File: src/b64_pkg.sv
// Package for the base64 stream decoder.
// Holds the character constants, the symbol lookup and the state and result types.
// No dependencies.
`default_nettype none
package b64_pkg;

	localparam logic [7:0] CH_PAD = 8'h3D;
	localparam logic [7:0] CH_LF  = 8'h0A;
	localparam logic [7:0] CH_CR  = 8'h0D;

	localparam logic [6:0] SYM_PAD     = 7'd64;
	localparam logic [6:0] SYM_INVALID = 7'd127;
	localparam logic [5:0] SEXTET_MASK = 6'h3F;

	typedef struct packed {
		logic [23:0] accum;
		logic [1:0]  pos;
		logic [1:0]  pad;
		logic        cr;
		logic        err;
	} dec_state_t;

	typedef struct packed {
		logic        emit;
		logic [23:0] bytes;
		logic [1:0]  count;
		logic        status;
		logic        eom;
	} dec_result_t;

	function automatic logic [6:0] sym_value(input logic [7:0] c);
		logic [6:0] v;
		v = SYM_INVALID;
		if (c >= 8'h41 && c <= 8'h5A) begin
			v = 7'(c - 8'h41);
		end else if (c >= 8'h61 && c <= 8'h7A) begin
			v = 7'(c - 8'h61 + 8'd26);
		end else if (c >= 8'h30 && c <= 8'h39) begin
			v = 7'(c - 8'h30 + 8'd52);
		end else if (c == 8'h2B) begin
			v = 7'd62;
		end else if (c == 8'h2F) begin
			v = 7'd63;
		end else if (c == CH_PAD) begin
			v = SYM_PAD;
		end
		return v;
	endfunction

endpackage
`default_nettype wire

File: src/b64_step.sv
// Next-state and result logic for one character of the base64 decoder.
// Purely combinational; uses b64_pkg for types, constants and the symbol lookup.
`default_nettype none
module b64_step (
	input  wire logic [7:0]          ch,
	input  wire logic                last,
	input  wire b64_pkg::dec_state_t cur,
	output b64_pkg::dec_state_t      nxt,
	output b64_pkg::dec_result_t     res
);

	logic [6:0]  v;
	logic [23:0] shifted;

	assign v       = b64_pkg::sym_value(ch);
	assign shifted = {cur.accum[17:0], v[5:0] & b64_pkg::SEXTET_MASK};

	always_comb begin
		nxt        = cur;
		res        = '0;
		if (!cur.err) begin
			if (cur.cr) begin
				nxt.cr = 1'b0;
				if (ch != b64_pkg::CH_LF) begin
					nxt.err = 1'b1;
				end
			end else if (ch == b64_pkg::CH_CR) begin
				nxt.cr = 1'b1;
			end else if (ch != b64_pkg::CH_LF) begin
				if (v == b64_pkg::SYM_PAD) begin
					if (cur.pad >= 2'd2) begin
						nxt.err = 1'b1;
					end else begin
						nxt.pad = cur.pad + 2'd1;
					end
				end else if (v == b64_pkg::SYM_INVALID) begin
					nxt.err = 1'b1;
				end else if (cur.pad != 2'd0) begin
					nxt.err = 1'b1;
				end
				if (!nxt.err) begin
					nxt.pos = cur.pos + 2'd1;
					if (nxt.pos == 2'd0) begin
						res.count = 2'd3 - nxt.pad;
						case (nxt.pad)
							2'd0:    res.bytes = shifted;
							2'd1:    res.bytes = shifted & 24'hFFFF00;
							default: res.bytes = shifted & 24'hFF0000;
						endcase
						res.emit  = 1'b1;
						nxt.accum = '0;
					end else begin
						nxt.accum = shifted;
					end
				end
			end
		end
		if (last) begin
			if (nxt.cr) begin
				nxt.err = 1'b1;
			end
			if (nxt.err) begin
				res.bytes = '0;
				res.count = '0;
			end
			res.status = nxt.err;
			res.eom    = 1'b1;
			res.emit   = 1'b1;
			nxt        = '0;
		end
	end

endmodule
`default_nettype wire

File: src/base64_stream_decoder_core.sv
// Base64 stream decoder: one character per item, at most one result per item.
// An accepted character is held in the input register; b64_step decodes it and its result is registered.
// Throughput: one character per cycle while no result is held; a character whose decode step between
// the input register and the result register emits a result waits while the held result is not taken.
// Reset: arst_n clears the decode state and all valid flags at once.
// Depends on b64_pkg and b64_step.
`default_nettype none
module base64_stream_decoder_core (
	input  wire logic        clk,
	input  wire logic        arst_n,
	input  wire logic        item_valid,
	output logic             item_ready,
	input  wire logic [7:0]  ch,
	input  wire logic        last,
	output logic             result_valid,
	input  wire logic        result_ready,
	output logic [23:0]      group_bytes,
	output logic [1:0]       byte_count,
	output logic             status,
	output logic             end_of_message
);

	logic                 valid_s1;
	logic [7:0]           ch_s1;
	logic                 last_s1;
	b64_pkg::dec_state_t  state_q;
	b64_pkg::dec_state_t  state_nxt;
	b64_pkg::dec_result_t res;
	logic                 slot_free;
	logic                 advance;

	b64_step u_step (
		.ch   (ch_s1),
		.last (last_s1),
		.cur  (state_q),
		.nxt  (state_nxt),
		.res  (res)
	);

	assign slot_free  = !result_valid || result_ready;
	assign advance    = valid_s1 && (!res.emit || slot_free);
	assign item_ready = !valid_s1 || advance;

	always_ff @(posedge clk or negedge arst_n) begin
		if (!arst_n) begin
			valid_s1 <= 1'b0;
		end else if (item_ready) begin
			valid_s1 <= item_valid;
		end
	end

	always_ff @(posedge clk) begin
		if (item_ready && item_valid) begin
			ch_s1   <= ch;
			last_s1 <= last;
		end
	end

	always_ff @(posedge clk or negedge arst_n) begin
		if (!arst_n) begin
			state_q <= '0;
		end else if (advance) begin
			state_q <= state_nxt;
		end
	end

	always_ff @(posedge clk or negedge arst_n) begin
		if (!arst_n) begin
			result_valid <= 1'b0;
		end else if (advance && res.emit) begin
			result_valid <= 1'b1;
		end else if (result_ready) begin
			result_valid <= 1'b0;
		end
	end

	always_ff @(posedge clk) begin
		if (advance && res.emit) begin
			group_bytes    <= res.bytes;
			byte_count     <= res.count;
			status         <= res.status;
			end_of_message <= res.eom;
		end
	end

`ifndef NO_ASSERTIONS
	a_err_result_empty: assert property (@(posedge clk) disable iff (!arst_n)
		result_valid && status |-> end_of_message && byte_count == 2'd0 && group_bytes == 24'd0)
		else $error("failed message result carries data");

	a_mid_result_has_bytes: assert property (@(posedge clk) disable iff (!arst_n)
		result_valid && !end_of_message |-> byte_count != 2'd0 && !status)
		else $error("group result without bytes or with error");

	a_eom_clears_state: assert property (@(posedge clk) disable iff (!arst_n)
		advance && last_s1 |=> state_q == '0)
		else $error("state not cleared after end of message");
`endif

endmodule
`default_nettype wire

File: config.mk
export PLATFORM = sky130hd
export DESIGN_NAME = base64_stream_decoder_core
export DESIGN_NICKNAME = d
export VERILOG_FILES = /design/src/b64_pkg.sv /design/src/b64_step.sv /design/src/base64_stream_decoder_core.sv
export SDC_FILE = /design/constraint.sdc
export NUM_CORES = 1
export LEC_CHECK = 0
export BUFFER_PORTS_ARGS = -buffer_cell sky130_fd_sc_hd__buf_4
export CORE_AREA = 2 2 105 107
export DETAILED_ROUTE_END_ITERATION = 7
export DIE_AREA = 0 0 107 109
export PLACE_DENSITY = 0.54
export SYNTH_ARGS = -nofsm -noshare
export SYNTH_HDL_FRONTEND = slang
export SYNTH_SLANG_ARGS = --single-unit
File: constraint.sdc
create_clock -name clk -period 5.5 [get_ports clk]
set_input_delay 0.275 -clock clk [delete_from_list [all_inputs] [get_ports clk]]
set_output_delay 0.275 -clock clk [all_outputs]
set_load 0.01 [all_outputs]
==> results by group <==
Cells and area
  • Fin nets: 338
  • Number of antenna repair diodes: 0
  • Ratio of cells with drive above 1 in the final layout: 0.239
  • Area growth syn-to-layout: 20.2%
  • Fill cell instance count of the final layout: 1,069

Global routing
  • Wire length of the first global-routing pass: 10.9 mm
  • Number of antenna violations at the first check in global routing: 0
  • Total congestion overflow after global routing: 0
  • Vias in the first global route: 2,134
  • Overall Global Routing Usage: 0.122
  • Maximum number of pins on one net before global-route repair: 29

Timing
  • Slew Viols, Final: 0
  • Setup TNS Final: 0 ns
  • Max frequency: 228 MHz
  • Fin. Hold Viols: 0
  • Setup repair after global routing missed its margin: false
  • Final period utilization: 0.797
  • Worst Tran Pin Value: 0.795 ns
  • Final critical delay including setup and external delays: 4.38 ns
  • Post-layout worst setup margin: 1.12 ns
  • Layout Skew: 0.0104 ns
  • Final setup vio count: 0
  • Worst-case headroom to the max-slew limit: 0.455

Yosys
  • Largest cells by area after synthesis: edfxtp_1, dfrtp_1, a22o_1, ha_1, and2_1
  • Number of synthesized flops with an enable pin: 37
  • Mean instance size in the synthesized netlist: 12.1 um2
  • Register bit count reported by yosys: 63
  • Most instantiated cells after synthesis: edfxtp_1, dfrtp_1, nor2_1
  • Cell accounting for the most synthesized area: edfxtp_1
  • Fraction of post-synthesis cell area in the top cell type by area: 0.345
  • Share of synthesized registers carrying an async set or reset: 0.413
  • Mapped Cells: 267
  • Summed instance area of the synthesized netlist: 3220 um2
  • Number of distinct standard cells referenced by the synthesized netlist: 58
  • Sequential fraction of the synthesis area: 0.547
  • Post-synth net total: 292
  • Most numerous cell in the Yosys netlist: edfxtp_1
  • Most instantiated flip-flop cell in the synthesis netlist: edfxtp_1
  • Warning count from the yosys run: 0

Detailed routing
  • Mean number of vias per cell: 4.71
  • Vias after detailed routing: 2,158
  • DRT Pass-1 Iters: 4
  • Antenna viol nets, final: 0
  • Final WL: 6.43 mm
  • Count of routing violations after the opening detailed-route iteration: 115
  • Detail-routed net length per standard cell: 14.0 um
  • Number of remaining DRC errors: 0

CTS
  • Clock root cell: clkbuf_8
  • Num CTS Buffers: 9
  • H-tree levels: 3
  • Clk sinks: 63
  • Worst-path clk slew: 0.08 ns
  • Clock tree from TritonCTS: yes
  • Maximum buffer depth of the clock tree: 2
  • Clock latency on the worst-skew pair: 0.35 ns

Run
  • Maxcap violations: 0

Place
  • Setup slack after placement: 1.27 ns
  • Half-perimeter wire length after detailed placement: 4.71 mm
  • Last weighted congestion value of the routability-driven placer: 0.830
  • IO Port Bufs: 42

Setup path
  • List of cells traversed by the critical path: inv_1 -> ha_1 -> nand2_1 -> and3_4 -> nor4b_4 -> o21ai_0 -> nand4_1 -> nand4_4 -> mux2i_1 -> o21ai_1 -> or2_1 -> buf_4
  • CP top delay family: simple AND/OR/NAND/NOR gates
  • Maximum cell stage delay along the critical path: 0.67 ns
  • Signal arrival time at the worst endpoint: 4.11 ns
  • Sort of element at the start of the critical path: register
  • Buffer and inverter count on the worst path: 2
  • Crit Path Class: reg -> out
  • Worst-path fanout max: 12
  • Req. time, crit path: 5.22 ns
  • Worst-path cell with the longest stage delay: mux2i_1
  • Endpoint class of the critical path: output pin

Floorplanning
  • Height of the die: 109 um
  • Standard-cell rows: 38
  • Die Footprint: 11,700 um2
  • Die extent in x: 107 um
  • Core outline area: 10,600 um2
  • Ports placed on the boundary: 43
  • Initial core utilization: 0.304

Worst hold path
  • Type of the tightest min-delay check: in -> reg

Pwr
  • Leakage Power: 1.63 nW
  • Total power density per cell area: 293 nW/um2
  • Highest ir drop seen on vdd: 0.000148 V

Outcome
  • Outcome: complete, no violations
## where the power goes
group	switching [W]	internal, W	total, W
Sequential	0.0000264	0.000532	0.000559
Clock	0.000182	0.000254	0.000436
Combinational	0.0000781	0.0000618	0.000140
## placed cells by master, fill, tap and decap left out, drive strengths merged, types with 2 or more instances in the layout
cell | netlist | final
clkbuf | 1 | 10
o21ai | 12 | 12
a22o | 18 | 18
and2 | 17 | 17
o2bb2ai | 3 | 3
nand2b | 10 | 10
buf | 9 | 44
edfxtp | 37 | 37
nor3 | 3 | 3
nor2b | 3 | 3
o32ai | 3 | 3
a21oi | 10 | 10
o211ai | 2 | 2
nor2 | 19 | 19
bufinv | 0 | 2
inv | 15 | 16
a211oi | 4 | 4
clkinv | 0 | 3
ha | 12 | 12
dfrtp | 26 | 26
xor2 | 2 | 2
mux2i | 3 | 3
nand4bb | 2 | 2
or3 | 2 | 2
a21o | 2 | 2
or2 | 3 | 3
nand3 | 8 | 8
nand4 | 4 | 4
and3 | 6 | 6
a221o | 3 | 3
o41ai | 3 | 3
nand2 | 10 | 10
a22oi | 2 | 2
## through the flow
stage	instances	util	power, W	hold slack (ns)	cell area, um2
CTS	458	0.365	0.00115	0.0796	3870
global placement	441	0.344	0.000708	0.207	3650
finish	458	0.365	0.00113	0.0963	3870
floorplan	267	-	0.000662	-0.0206	3220
global route	458	0.365	0.00119	0.0839	3870
detailed placement	441	0.344	0.000709	0.204	3650
## state kept, by name, summed over array words and instances, names as in the netlist
register,flops
byte_count,2
ch_s1,8
end_of_message,1
group_bytes,24
last_s1,1
result_valid,1
state_q,24
status,1
valid_s1,1
## worst register-to-register path: stages, from the launching register on
cell      delay [ns]
edfxtp_1        0.47
inv_1           0.19
ha_1            0.36
nand2_1         0.12
and3_4          0.20
nor4b_4         0.46
o21ai_0         0.18
nand4_1         0.25
nand4_4         0.19
mux2i_1         0.67
o21ai_1         0.23
or2_1           0.29
and2_1          0.28
## final timing paths
kind,start,end,slack [ns],cells after the start
hold reg to reg,state_q[22]$_DFFE_PN0P_,state_q[22]$_DFFE_PN0P_,0.50,1
max in group asynchronous,arst_n,valid_s1$_DFFE_PN0P_,4.86,2
min in group asynchronous,arst_n,state_q[19]$_DFFE_PN0P_,0.38,2
setup / recovery,ch_s1[2]$_DFFE_PP_,item_ready,1.12,12
hold / removal,ch[5],ch_s1[5]$_DFFE_PP_,0.1,1
setup reg to reg,ch_s1[2]$_DFFE_PP_,ch_s1[2]$_DFFE_PP_,1.32,12
## layer usage
metal	GRT usage	up-vias	routed length (um)	part of all wire
met5	0	-	0	0
met4	0.0529	0	119	0.019
met3	0.0287	13	253	0.039
met2	0.192	50	2980	0.46
met1	0.161	1007	3080	0.48
li1	-	1088	-	-
## kinds of logic after synthesis
kind of cell	share of synthesized area
AND/OR/NAND/NOR	0.180
AO/OA/AOI/OAI	0.161
flip-flops	0.547
buffers and inverters	0.0423
adder cells (fa/ha/maj)	0.0466
multiplexers	0.0151
XOR/XNOR	0.00816
## layout make-up
cell class / instances / area, um2 / area share
clock buffer: 10 / 128 / 0.0330
timing repair buffer: 45 / 340 / 0.0879
clock inverter: 6 / 83.8 / 0.0217
sequential: 63 / 1760 / 0.455
tap: 140 / 175 / 0.0452
multi-input combinational: 179 / 1330 / 0.343
inverter: 15 / 56.3 / 0.0145
## what timing repair did
item	CTS	global route
resized for setup	0	0
hold endpoints to repair	26	0
setup buffers	0	0
hold buffers	1	0
Power figures use the tool's default switching activity.
